**config.mk**
```make
export PLATFORM = sky130hd
export DESIGN_NAME = sgm_isqrt
export DESIGN_NICKNAME = d
export VERILOG_FILES = /design/src/sobel_gradient_magnitude_unit_defines.svh /design/src/sgm_pkg.sv /design/src/sgm_isqrt.sv
export SDC_FILE = /design/constraint.sdc
export NUM_CORES = 1
export LEC_CHECK = 0
export ABC_AREA = 1
export BUFFER_PORTS_ARGS = -buffer_cell sky130_fd_sc_hd__clkbuf_2
export CORE_MARGIN = 4
export CORE_UTILIZATION = 43
export DETAILED_ROUTE_END_ITERATION = 10
export PLACE_DENSITY = 0.66
export SYNTH_ARGS = -nofsm -noshare
export SYNTH_HDL_FRONTEND = slang
export SYNTH_SLANG_ARGS = --single-unit
```
**constraint.sdc**
```tcl
create_clock -name clk -period 4.5 [get_ports clk]
set_input_delay 0.45 -clock clk [delete_from_list [all_inputs] [get_ports clk]]
set_output_delay 0.45 -clock clk [all_outputs]
set_load 0.005 [all_outputs]
```
**src/sobel_gradient_magnitude_unit_defines.svh**
```systemverilog
// assertion macros for the sobel gradient magnitude unit
// used by the top level only; expects clk and rst_n in scope
`ifndef SOBEL_GRADIENT_MAGNITUDE_UNIT_DEFINES_SVH
`define SOBEL_GRADIENT_MAGNITUDE_UNIT_DEFINES_SVH
`ifndef SYNTH
`define SGM_ASSERT_SAME(lbl, ante, cons, msg) \
  lbl: assert property (@(posedge clk) disable iff (!rst_n) (ante) |-> (cons)) \
    else $error(msg);
`define SGM_ASSERT_NEXT(lbl, ante, cons, msg) \
  lbl: assert property (@(posedge clk) disable iff (!rst_n) (ante) |=> (cons)) \
    else $error(msg);
`else
`define SGM_ASSERT_SAME(lbl, ante, cons, msg)
`define SGM_ASSERT_NEXT(lbl, ante, cons, msg)
`endif
`endif

```
**src/sgm_pkg.sv**
```systemverilog
// shared types, constants and the square root step for the sobel unit
// no dependencies
package sgm_pkg;

  localparam int CFG_W     = 12;
  localparam int CFG_IDX_W = 1;
  localparam int PIX_W     = 8;
  localparam int ROW_W     = 12;
  localparam int SUM_W     = 11;
  localparam int SQ_W      = 21;
  localparam int RAD_W     = 16;
  localparam int REM_W     = 10;
  localparam int ROOT_W    = 8;

  localparam logic [CFG_W-1:0]  LINE_WIDTH_RST   = 12'd640;
  localparam logic [CFG_W-1:0]  FRAME_HEIGHT_RST = 12'd480;
  localparam logic [ROOT_W-1:0] MAG_MAX          = 8'd255;

  typedef enum logic [CFG_IDX_W-1:0] {
    REG_LINE_WIDTH   = 1'b0,
    REG_FRAME_HEIGHT = 1'b1
  } sgm_reg_t;

  // one item in flight through the square root pipe
  typedef struct packed {
    logic [RAD_W-1:0]  rad;
    logic [REM_W-1:0]  rem;
    logic [ROOT_W-1:0] root;
    logic              sat;
    logic              last;
  } sgm_sqrt_t;

  // one restoring step: consumes the top two radicand bits, yields one root bit
  function automatic sgm_sqrt_t sqrt_step(sgm_sqrt_t s);
    sgm_sqrt_t         n;
    logic [REM_W+1:0]  rs;
    logic [REM_W+1:0]  trial;
    logic [REM_W+1:0]  diff;
    logic              ge;
    rs    = {s.rem, s.rad[RAD_W-1 -: 2]};
    trial = {{(REM_W-ROOT_W){1'b0}}, s.root, 2'b01};
    ge    = (rs >= trial);
    diff  = rs - trial;
    n      = s;
    n.rem  = ge ? diff[REM_W-1:0] : rs[REM_W-1:0];
    n.root = {s.root[ROOT_W-2:0], ge};
    n.rad  = {s.rad[RAD_W-3:0], 2'b00};
    return n;
  endfunction

endpackage

```
**src/sgm_isqrt.sv**
```systemverilog
// pipelined integer square root, one root bit per stage
// depends on sgm_pkg (sgm_sqrt_t, sqrt_step)
module sgm_isqrt (
  input  logic              clk,
  input  logic              rst_n,
  input  logic              in_valid,
  output logic              in_ready,
  input  sgm_pkg::sgm_sqrt_t in_data,
  output logic              out_valid,
  input  logic              out_ready,
  output sgm_pkg::sgm_sqrt_t out_data
);
  import sgm_pkg::*;

  localparam int STAGES = ROOT_W;

  sgm_sqrt_t          st_r [STAGES];
  logic [STAGES-1:0]  v_r;
  logic [STAGES-1:0]  rdy;

  // a stage may load when empty or when its item moves on
  always_comb begin
    rdy[STAGES-1] = !v_r[STAGES-1] || out_ready;
    for (int k = STAGES - 2; k >= 0; k--) begin
      rdy[k] = !v_r[k] || rdy[k+1];
    end
  end

  always_ff @(posedge clk) begin
    if (!rst_n) begin
      v_r <= '0;
    end else begin
      if (rdy[0]) begin
        v_r[0] <= in_valid;
      end
      for (int k = 1; k < STAGES; k++) begin
        if (rdy[k]) begin
          v_r[k] <= v_r[k-1];
        end
      end
    end
  end

  always_ff @(posedge clk) begin
    if (rdy[0]) begin
      st_r[0] <= sqrt_step(in_data);
    end
    for (int k = 1; k < STAGES; k++) begin
      if (rdy[k]) begin
        st_r[k] <= sqrt_step(st_r[k-1]);
      end
    end
  end

  assign in_ready  = rdy[0];
  assign out_valid = v_r[STAGES-1];
  assign out_data  = st_r[STAGES-1];

endmodule

```
== Yosys cells after proc, flatten, opt, wreduce, memory -nomap -nowiden ==
Memories as Yosys holds them, arrays and structs flattened.
Index checks and enable logic that the tools add are counted.
Widths: inputs -> output; s select.
Storage, ports and cells
  bits in registers: 8
  bits in writable memories: 272
  bits of input ports: 40
  output and inout bits: 38
  logic and storage cells: 65
  memories: 1
Memory list
  st_r: depth 8, width 34, read ports 8, clocked after Yosys merged registers in 0, wr ports 8, line sgm_isqrt.sv:17  | sgm_sqrt_t st_r [STAGES];
Operators by class
  $add $sub $neg: 8
  $lt $le $gt $ge: 8
  muxes and demuxes: 24
  reductions and logical operators: 16
Operators with widths (number)
  $ge 12x10->1: 8
  $mux 10: 8
  $sub 10x10->10: 8
  $mux 1: 16
  $logic_not 1->1: 8
  $logic_or 1x1->1: 8

== Longest topological paths before layout ==
Gate-level depths: netlist of the first run.
  depth after elaboration: 11
  depth in mapped cells: 11

== Worst setup path after synthesis of the first run ==
No wires, ideal clock.
  path type: in2reg
  start point: in out_ready
  end point: mem st_r[0][0] in the netlist's numbering (enable)
  setup time: 0.677 ns
  data arrival time: 2.889 ns
  required time: 3.823 ns
  slack: 0.935 ns
  cell stages on the path: 4
  path through: inv_1 > nand4_1 > nor3_2 > nand4_1
RTL lines
  start, declared: line sgm_isqrt.sv:10  | input logic out_ready,
  end, declared: line sgm_isqrt.sv:17

== Worst setup path in the final report of the first run ==
  start point: reg v_r[7]
  end point: out in_ready
On the way
  longest elaborated chain between the ends: 9
RTL lines
  start, declared: line sgm_isqrt.sv:18  | logic [STAGES-1:0] v_r;
  start signal, assigned by index: line sgm_isqrt.sv:38  | v_r[k] <= v_r[k-1];
  $logic_not 1->1: line sgm_isqrt.sv:23  | rdy[STAGES-1] = !v_r[STAGES-1] || out_ready;
  $logic_or 1x1->1: line sgm_isqrt.sv:23
  $logic_or 1x1->1 (2 in series): line sgm_isqrt.sv:25  | rdy[k] = !v_r[k] || rdy[k+1];
  via rdy[5]: line sgm_isqrt.sv:19  | logic [STAGES-1:0] rdy;
  $logic_or 1x1->1 (5 in series): line sgm_isqrt.sv:25
  end, declared: line sgm_isqrt.sv:7  | output logic in_ready,
The timed path passes the listed nets, and every way through them passes these cells.

==> results.sh, run 1 <==
export IMPL_ys_warn_count=0
export IMPL_dr_pass1_iters=4
export IMPL_clock_root_buffer="clkbuf_16"
export IMPL_synth_seq_area_share_pct=50.3
export IMPL_layout_common_cells="nand2_1, inv_1, edfxtp_1"
export IMPL_r2r_start="st_r[0][43]$_DFFE_PP_"
export IMPL_crit_type="flop to output port"
export IMPL_start_util_pct=44.1
export IMPL_synth_compound_area_share_pct=4.05
export IMPL_powerDensity_nw_per_um2=610
export IMPL_ir_drop_mv=0.346
export IMPL_wl_microns=25100
export IMPL_cp_max_fo=36
export IMPL_tns_ns=0
export IMPL_synth_simple_area_share_pct=26.4
export IMPL_post_cts_buffers=0
export IMPL_p_sw_share_pct=37.3
export IMPL_hold_viol=0
export IMPL_maxCapViolCount=0
export IMPL_tritoncts="yes"
export IMPL_synthFlopType="edfxtp_1"
export IMPL_min_from="in_data[31]"
export IMPL_p_switching_w=0.00331
export IMPL_die_area_sq_um=33600
export IMPL_status="finished clean"
export IMPL_synth_edf_count=216
export IMPL_r2r_cells=8
export IMPL_grt_pass1_wl_microns=42700
export IMPL_num_rows=63
export IMPL_gr_total_overflow=0
export IMPL_die_w_microns=183
export IMPL_syn_avg_cell_area_sq_um=9.48
export IMPL_startpoint="v_r[7]$_SDFFE_PN0P_"
export IMPL_htree_levels=1
export IMPL_syn2layout_area_growth_pct=10.3
export IMPL_synthMuxAreaShare_pct=0
export IMPL_p_comb_share_pct=40.0
export IMPL_hold_buffers=0
export IMPL_drtIter0Drc=465
export IMPL_die_h_microns=183
export IMPL_grt_usage_pct=15.2
export IMPL_synth_adder_area_share_pct=7.58
export IMPL_insertion_delay_ns=0.53
export IMPL_finalCriticalPeriod_ns=2.58
export IMPL_clk_pin_slew_ns=0.06
export IMPL_cts_made_buffers=25
export IMPL_clock_sinks=224
export IMPL_drc=0
export IMPL_timing_rr_end="st_r[0][87]$_DFFE_PP_"
export IMPL_power_leakage_nw=7.09
export IMPL_max_freq_mhz=388
export IMPL_multi_input_comb_area_sq_um=5300
export IMPL_grt_pass1_vias=8920
export IMPL_synth_area_sq_um=13200
export IMPL_fill_cells=2836
export IMPL_num_antenna_cells=0
export IMPL_r2r_slack_ns=2.36
export IMPL_rsz0062_at_grt="false"
export IMPL_dpl_hpwl_microns=19900
export IMPL_ys_types=31
export IMPL_syn_inst=1393
export IMPL_drv_slew=0
export IMPL_via_per_inst=4.84
export IMPL_coreArea_sq_um=30000
export IMPL_vias=9023
export IMPL_port_buffers=61
export IMPL_seqPwrFrac_pct=36.5
export IMPL_crit_arrival_ns=2.13
export IMPL_mostFrequentLayoutCell="nand2_1"
export IMPL_finalClockSkew_ns=0.0109
export IMPL_drive_above_1_share_pct=14.8
export IMPL_post_drt_wl_per_cell_microns=13.5
export IMPL_endpoint_kind="output port"
export IMPL_period_share_pct=57.2
export IMPL_seqCellArea_sq_um=6650
export IMPL_ys_ff_latch=224
export IMPL_pwr_share_clk_pct=23.4
export IMPL_required_ns=4.05
export IMPL_whs_path_depth=1
export IMPL_final_setup_viol_count=0
export IMPL_start_kind="flop"
export IMPL_post_place_ws_ns=2.16
export IMPL_worst_slack_ns=1.92
export IMPL_antenna_left=0
export IMPL_synth_top_family_by_area="simple AND/OR/NAND/NOR gates"
export IMPL_cts_repair_resized=0
export IMPL_worstHoldPathType="input port to flop"
export IMPL_gp_congestion=0.890
export IMPL_max_clock_path_buffers=3
export IMPL_relSlewSlack_pct=28.4
export IMPL_io_pins=78
export IMPL_p_int_w=0.00558
export IMPL_synth_async_reset_ratio_pct=0
export IMPL_antenna_found_initial=0
export IMPL_whs_endpoint="st_r[0][31]$_DFFE_PP_"
export IMPL_tightestPinTransition_ns=1.07
export IMPL_grt_max_degree=37
export IMPL_fin_nets=1576
export IMPL_synth_xor_area_share_pct=1.59
==> layer usage <==
metal  routed length [microns]  GRT usage [%]  up-vias  part of all wire (%)
met1                     11800           20.4     4139                    47
met5                         0              0        -                     0
met2                     11600           25.5      152                    46
met3                       892           2.12       48                   3.6
met4                       764           4.65        0                   3.0
li1                          -              -     4684                     -
==> worst max path at each step <==
stage,end,slack (ns),depth (start not counted)
final,in_ready,1.92,6
after global routing,in_ready,1.73,6
after CTS,in_ready,1.87,6
after detailed placement,st_r[0][120]$_DFFE_PP_,2.16,6
after global placement,st_r[0][120]$_DFFE_PP_,2.23,6
after floorplan,st_r[0][0]$_DFFE_PP_,0.93,4
==> through the flow <==
| stage | std cells | power [W] | util, % | instance area, sq um | hold WS, ns |
|---|---|---|---|---|---|
| after floorplan | 1408 | 0.00615 | - | 13300 | 0.400 |
| after global placement | 1819 | 0.00674 | 45.7 | 13700 | 0.401 |
| after detailed placement | 1819 | 0.00684 | 45.7 | 13700 | 0.405 |
| after CTS | 1865 | 0.00895 | 48.6 | 14600 | 0.0578 |
| after global routing | 1865 | 0.00961 | 48.6 | 14600 | 0.0617 |
| final | 1865 | 0.00889 | 48.6 | 14600 | 0.0877 |
==> kinds of logic after synthesis <==
| logic type | after synthesis |
|---|---|
| AND/OR/NAND/NOR | 678 |
| flip-flops | 224 |
| XOR/XNOR | 24 |
| AO/OA/AOI/OAI | 93 |
| other | 1 |
| buffers and inverters | 293 |
| adder cells (fa/ha/maj) | 80 |
==> flip-flops by register name (all words and copies together), names as in the netlist <==
name,count
v_r,8
st_r,216
==> Yosys cell counts (3+ instances only) <==
library cell	number	area, sq um
a21boi_1	7	52.6
a21oi_1	39	195
buf_4	36	270
buf_6	3	33.8
buf_8	4	60.1
dfxtp_1	8	160
edfxtp_1	216	6490
ha_1	80	1000
inv_1	249	935
nand2_1	402	1510
nand2_2	10	62.6
nand2_4	6	67.6
nand3_1	22	110
nand3_2	46	460
nand3_4	4	70.1
nand3b_1	30	225
nand4_1	62	388
nand4_4	8	170
nor2_1	62	233
nor2_2	21	131
nor2_4	3	33.8
o21ai_0	24	120
o21ai_1	10	50.1
o21ai_2	12	105
xnor2_1	8	70.1
xor2_1	16	140
==> critical path: stages (launching register included) <==
cell,delay [ns]
dfxtp_1,0.36
nand4_1,0.10
buf_4,0.25
nor3_2,0.29
nand4_1,0.12
buf_4,0.29
clkbuf_2,0.17
==> final cells by class <==
cell class                 count  share of cell area [%]
inverter                     249                    6.42
multi-input combinational    891                    36.4
tap                          390                    3.35
clock inverter                18                    1.54
sequential                   224                    45.6
clock buffer                  28                    4.37
timing repair buffer          65                    2.30
==> power groups by stage <==
| stage | Clock, W | Combinational (W) | Sequential, W |
|---|---|---|---|
| final | 0.00208 | 0.00356 | 0.00325 |
| after floorplan | 0 | 0.00298 | 0.00317 |
| after global routing | 0.00223 | 0.00408 | 0.00330 |
| after CTS | 0.00214 | 0.00357 | 0.00325 |
| after detailed placement | 0 | 0.00354 | 0.00330 |
| after global placement | 0 | 0.00346 | 0.00328 |
No activity file was read; power rests on OpenSTA's default activity.
==> run 2: changes to the inputs <==
Settings changed: PLACE_DENSITY 0.66 to 0.68.
Clock period 4.5 ns to 2.3 ns, I/O delays scaled along.
==> results.sh, run 2 (synthesis gave the netlist of run 1 again) <==
export IMPL_status="finished clean"
export IMPL_grt_pass1_wl_microns=44100
export IMPL_relSlewSlack_pct=25.1
export IMPL_io_pins=78
export IMPL_grt_pass1_vias=9032
export IMPL_rsz0062_at_grt="false"
export IMPL_insertion_delay_ns=0.54
export IMPL_critical_path_max_stage_delay_ns=0.53
export IMPL_htree_levels=1
export IMPL_cts_repair_resized=0
export IMPL_drv_slew=0
export IMPL_cpMaxStageDelayCell="dlygate4sd3_1"
export IMPL_num_antenna_cells=0
export IMPL_hold_viol=0
export IMPL_seqCellArea_sq_um=6650
export IMPL_stdcell_count=1898
export IMPL_min_from="rst_n"
export IMPL_startpoint="out_ready"
export IMPL_via_per_inst=4.91
export IMPL_antenna_left=0
export IMPL_start_kind="input port"
export IMPL_start_util_pct=44.1
export IMPL_r2r_start="st_r[1][6]$_DFFE_PP_"
export IMPL_ir_drop_mv=0.541
export IMPL_drtIter0Drc=640
export IMPL_dr_pass1_iters=5
export IMPL_powerDensity_nw_per_um2=1210
export IMPL_power_leakage_nw=7.32
export IMPL_worstHoldPathType="input port to flop"
export IMPL_clock_root_buffer="clkbuf_16"
export IMPL_tritoncts="yes"
export IMPL_required_ns=2.07
export IMPL_vias=9324
export IMPL_largest_reg_flops=216
export IMPL_gp_congestion=0.920
export IMPL_cts_made_buffers=26
export IMPL_die_area_sq_um=33600
export IMPL_num_rows=63
export IMPL_fin_nets=1608
export IMPL_die_w_microns=183
export IMPL_clk_pin_slew_ns=0.06
export IMPL_drc=0
export IMPL_endpoint_kind="output port"
export IMPL_fin_area_sq_um=15000
export IMPL_die_h_microns=183
export IMPL_dp_cells=1825
export IMPL_fill_cells=2721
export IMPL_antenna_found_initial=0
export IMPL_path_cells="dlygate4sd3_1 > clkbuf_2 > inv_1 > nand4_1 > nor3_2 > nand4_1 > buf_4 > clkbuf_2"
export IMPL_mostFrequentLayoutCell="nand2_1"
export IMPL_syn2layout_area_growth_pct=13.9
export IMPL_coreArea_sq_um=30000
export IMPL_clock_sinks=224
export IMPL_crit_arrival_ns=1.97
export IMPL_grt_usage_pct=15.9
export IMPL_fin_util_pct=50.2
export IMPL_final_setup_viol_count=0
export IMPL_port_buffers=61
export IMPL_top_regs="st_r: 216 flops, v_r: 8 flops"
export IMPL_crit_type="input port to output port"
export IMPL_max_clock_path_buffers=3
export IMPL_multi_input_comb_area_sq_um=5300
export IMPL_finalCriticalPeriod_ns=2.20
export IMPL_maxCapViolCount=0
export IMPL_dpl_hpwl_microns=20900
export IMPL_max_freq_mhz=455
export IMPL_drive_above_1_share_pct=15.2
export IMPL_finalClockSkew_ns=0.0239
export IMPL_period_share_pct=95.5
export IMPL_post_drt_wl_per_cell_microns=14.1
export IMPL_gr_total_overflow=0
export IMPL_tightestPinTransition_ns=1.12
export IMPL_cp_max_fo=22
export IMPL_layout_common_cells="nand2_1, inv_1, edfxtp_1"
export IMPL_regMostFlops="st_r"
export IMPL_wl_microns=26700
export IMPL_postPlaceCellArea_sq_um=13800
export IMPL_grt_max_degree=34
[run 2: what timing repair did]
| action | 4_1_cts | 5_1_grt |
|---|---|---|
| endpoints found under the hold margin | 25 | 0 |
| setup buffers | 0 | 0 |
| hold buffers | 25 | 0 |
[run 2: worst max-delay path, delay by kind of cell]
family | cells | cell delay (ns)
buffers and inverters | 5 | 1.10
and+or+nand+nor | 3 | 0.62
[run 2: through the flow]
step / hold slack [ns] / worst slack, ns / total power (W) / setup TNS [ns]
after detailed placement: 0.405 / 0.186 / 0.0133 / 0
after CTS: 0.0139 / 0.0848 / 0.0183 / 0
after global routing: 0.0555 / 0.0104 / 0.0196 / 0
final: 0.0352 / 0.103 / 0.0182 / 0
after floorplan: 0.329 / -1.11 / 0.0120 / -81.36
after global placement: 0.401 / 0.163 / 0.0132 / 0
[run 2: worst paths after layout]
path,to,slack (ns),cells after the start
setup / recovery,in_ready,0.10,8
hold / removal,v_r[3]$_SDFFE_PN0P_,0.04,3
setup reg to reg,st_r[1][49]$_DFFE_PP_,0.19,9
hold reg to reg,st_r[0][97]$_DFFE_PP_,0.41,0
[run 2: power by group]
group | internal, W | switching [W]
logic | 0.00263 | 0.00430
clock network | 0.00323 | 0.00163
registers | 0.00585 | 0.000551
total | 0.0117 | 0.00648
[run 2: layout make-up]
type,instances,share of cell area [%]
inverter,249,6.21
clock inverter,17,2.32
multi-input combinational,891,35.2
clock buffer,31,4.52
sequential,224,44.2
timing repair buffer,96,4.28
tap,390,3.24
[run 2: metal layers]
metal  wire length, microns  part of all wire, %  track usage (%)  vias to the layer above
li1                       -                    -                -                     4763
met1                  11500                   43             20.1                     4304
met2                  13400                   50             28.5                      206
met3                   1100                  4.1             2.16                       51
met4                    755                  2.8             4.77                        0
met5                      0                    0                0                        -
==> run 3: changes to the inputs <==
Settings changed: CORE_MARGIN 4 to 10, CORE_UTILIZATION 43 to 56, GPL_TIMING_DRIVEN set to 0, PLACE_DENSITY 0.68 to 0.83.
==> results.sh, run 3 (synthesis gave the netlist of run 1 again) <==
export IMPL_status="finished clean"
export IMPL_wl_microns=26800
export IMPL_finalClockSkew_ns=0.0269
export IMPL_start_kind="flop"
export IMPL_via_per_inst=5.10
export IMPL_num_antenna_cells=0
export IMPL_clk_pin_slew_ns=0.06
export IMPL_antenna_left=0
export IMPL_largest_reg_flops=216
export IMPL_powerDensity_nw_per_um2=1160
export IMPL_die_h_microns=174
export IMPL_top_regs="st_r: 216 flops, v_r: 8 flops"
export IMPL_layout_common_cells="nand2_1, inv_1, edfxtp_1"
export IMPL_start_util_pct=56.6
export IMPL_period_share_pct=95.9
export IMPL_dr_pass1_iters=5
export IMPL_port_buffers=61
export IMPL_tritoncts="yes"
export IMPL_relSlewSlack_pct=26.3
export IMPL_maxCapViolCount=0
export IMPL_drv_slew=0
export IMPL_ir_drop_mv=0.652
export IMPL_drc=0
export IMPL_required_ns=2.07
export IMPL_endpoint_kind="output port"
export IMPL_max_freq_mhz=453
export IMPL_r2r_slack_ns=0.14
export IMPL_grt_usage_pct=17.6
export IMPL_crit_type="flop to output port"
export IMPL_finalCriticalPeriod_ns=2.21
export IMPL_final_setup_viol_count=0
export IMPL_fin_area_sq_um=15000
export IMPL_clock_root_buffer="clkbuf_16"
export IMPL_crit_arrival_ns=1.98
export IMPL_drtIter0Drc=695
export IMPL_tns_ns=0
export IMPL_antenna_found_initial=0
export IMPL_postPlaceCellArea_sq_um=14000
export IMPL_gr_total_overflow=0
export IMPL_mostFrequentLayoutCell="nand2_1"
export IMPL_post_place_ws_ns=-1.31
export IMPL_syn2layout_area_growth_pct=13.8
export IMPL_timing_rr_end="st_r[0][39]$_DFFE_PP_"
export IMPL_grt_pass1_wl_microns=44500
export IMPL_dpl_hpwl_microns=20500
export IMPL_drive_above_1_share_pct=17.1
export IMPL_worst_slack_ns=0.0947
export IMPL_cp_max_fo=17
export IMPL_r2r_cells=3
export IMPL_tightestPinTransition_ns=1.10
export IMPL_cts_made_buffers=24
export IMPL_hold_viol=0
export IMPL_min_from="in_data[14]"
export IMPL_worstHoldPathType="input port to flop"
export IMPL_rsz0062_at_grt="true"
export IMPL_die_w_microns=174
export IMPL_gp_congestion=0.910
export IMPL_hold_worst_slack_ns=0.0812
export IMPL_coreArea_sq_um=23300
export IMPL_die_area_sq_um=30100
export IMPL_vias=9483
export IMPL_whs_path_depth=3
export IMPL_clock_sinks=224
export IMPL_p_total_w=0.0174
export IMPL_grt_pass1_vias=9229
export IMPL_power_leakage_nw=7.40
export IMPL_r2r_start="v_r[5]$_SDFFE_PN0P_"
export IMPL_post_drt_wl_per_cell_microns=14.4
export IMPL_regMostFlops="st_r"
export IMPL_fin_nets=1645
export IMPL_htree_levels=1
export IMPL_grt_max_degree=34
export IMPL_num_rows=56
export IMPL_whs_endpoint="st_r[0][16]$_DFFE_PP_"
export IMPL_insertion_delay_ns=0.53
export IMPL_io_pins=78
export IMPL_max_clock_path_buffers=3
[run 3: worst max path at each step]
stage,startpoint,to,slack (ns),depth (start not counted)
floorplan,v_r[7]$_SDFFE_PN0P_,st_r[0][0]$_DFFE_PP_,-1.11,3
CTS,v_r[5]$_SDFFE_PN0P_,in_ready,0.03,5
finish,v_r[5]$_SDFFE_PN0P_,in_ready,0.09,5
global route,v_r[5]$_SDFFE_PN0P_,st_r[0][39]$_DFFE_PP_,-0.05,3
global placement,out_ready,st_r[0][28]$_DFFE_PP_,-2.04,5
detailed placement,out_ready,st_r[0][86]$_DFFE_PP_,-1.31,5
[run 3: routing by layer]
layer / global-route usage, % / vias up / wire, microns
met4: 5.32 / 0 / 626
met1: 22.4 / 4347 / 11600
met5: 0 / - / 0
met3: 2.50 / 50 / 1420
li1: - / 4827 / -
met2: 30.4 / 259 / 13200
[run 3: repair_timing]
action,in CTS,in global routing
endpoints found under the hold margin,24,0
endpoints found under the setup margin,156,34
pin swaps,1,3
hold buffers,24,0
buffers inserted,1,2
gates resized for setup,2,0
gates cloned,1,0
[run 3: layout make-up]
cell class | count | area [sq um]
Multi-Input combinational cell | 892 | 5320
Buffer | 44 | 384
Clock buffer | 27 | 612
Inverter | 249 | 935
Clock inverter | 16 | 134
Sequential cell | 224 | 6650
Fill cell | 1828 | 8310
Timing Repair Buffer | 90 | 598
Tap cell | 319 | 399
[run 3: per-stage QoR]
step / utilization [%] / std cells
detailed placement: 60.0 / 1790
floorplan: - / 1408
global route: 64.4 / 1861
global placement: 59.9 / 1788
CTS: 64.3 / 1859
finish: 64.4 / 1861
[run 3: critical path: stages, from the launching register on]
cell and delay [ns]:
dfxtp_1 0.41, nand4_1 0.22, nor3_4 0.27, nand4_1 0.21, buf_8 0.22, clkbuf_2 0.12
[run 3: power by group]
group	switching [W]	internal, W
clock	0.00155	0.00205
sequential	0.000539	0.00585
combinational	0.00446	0.00293
total	0.00655	0.0108
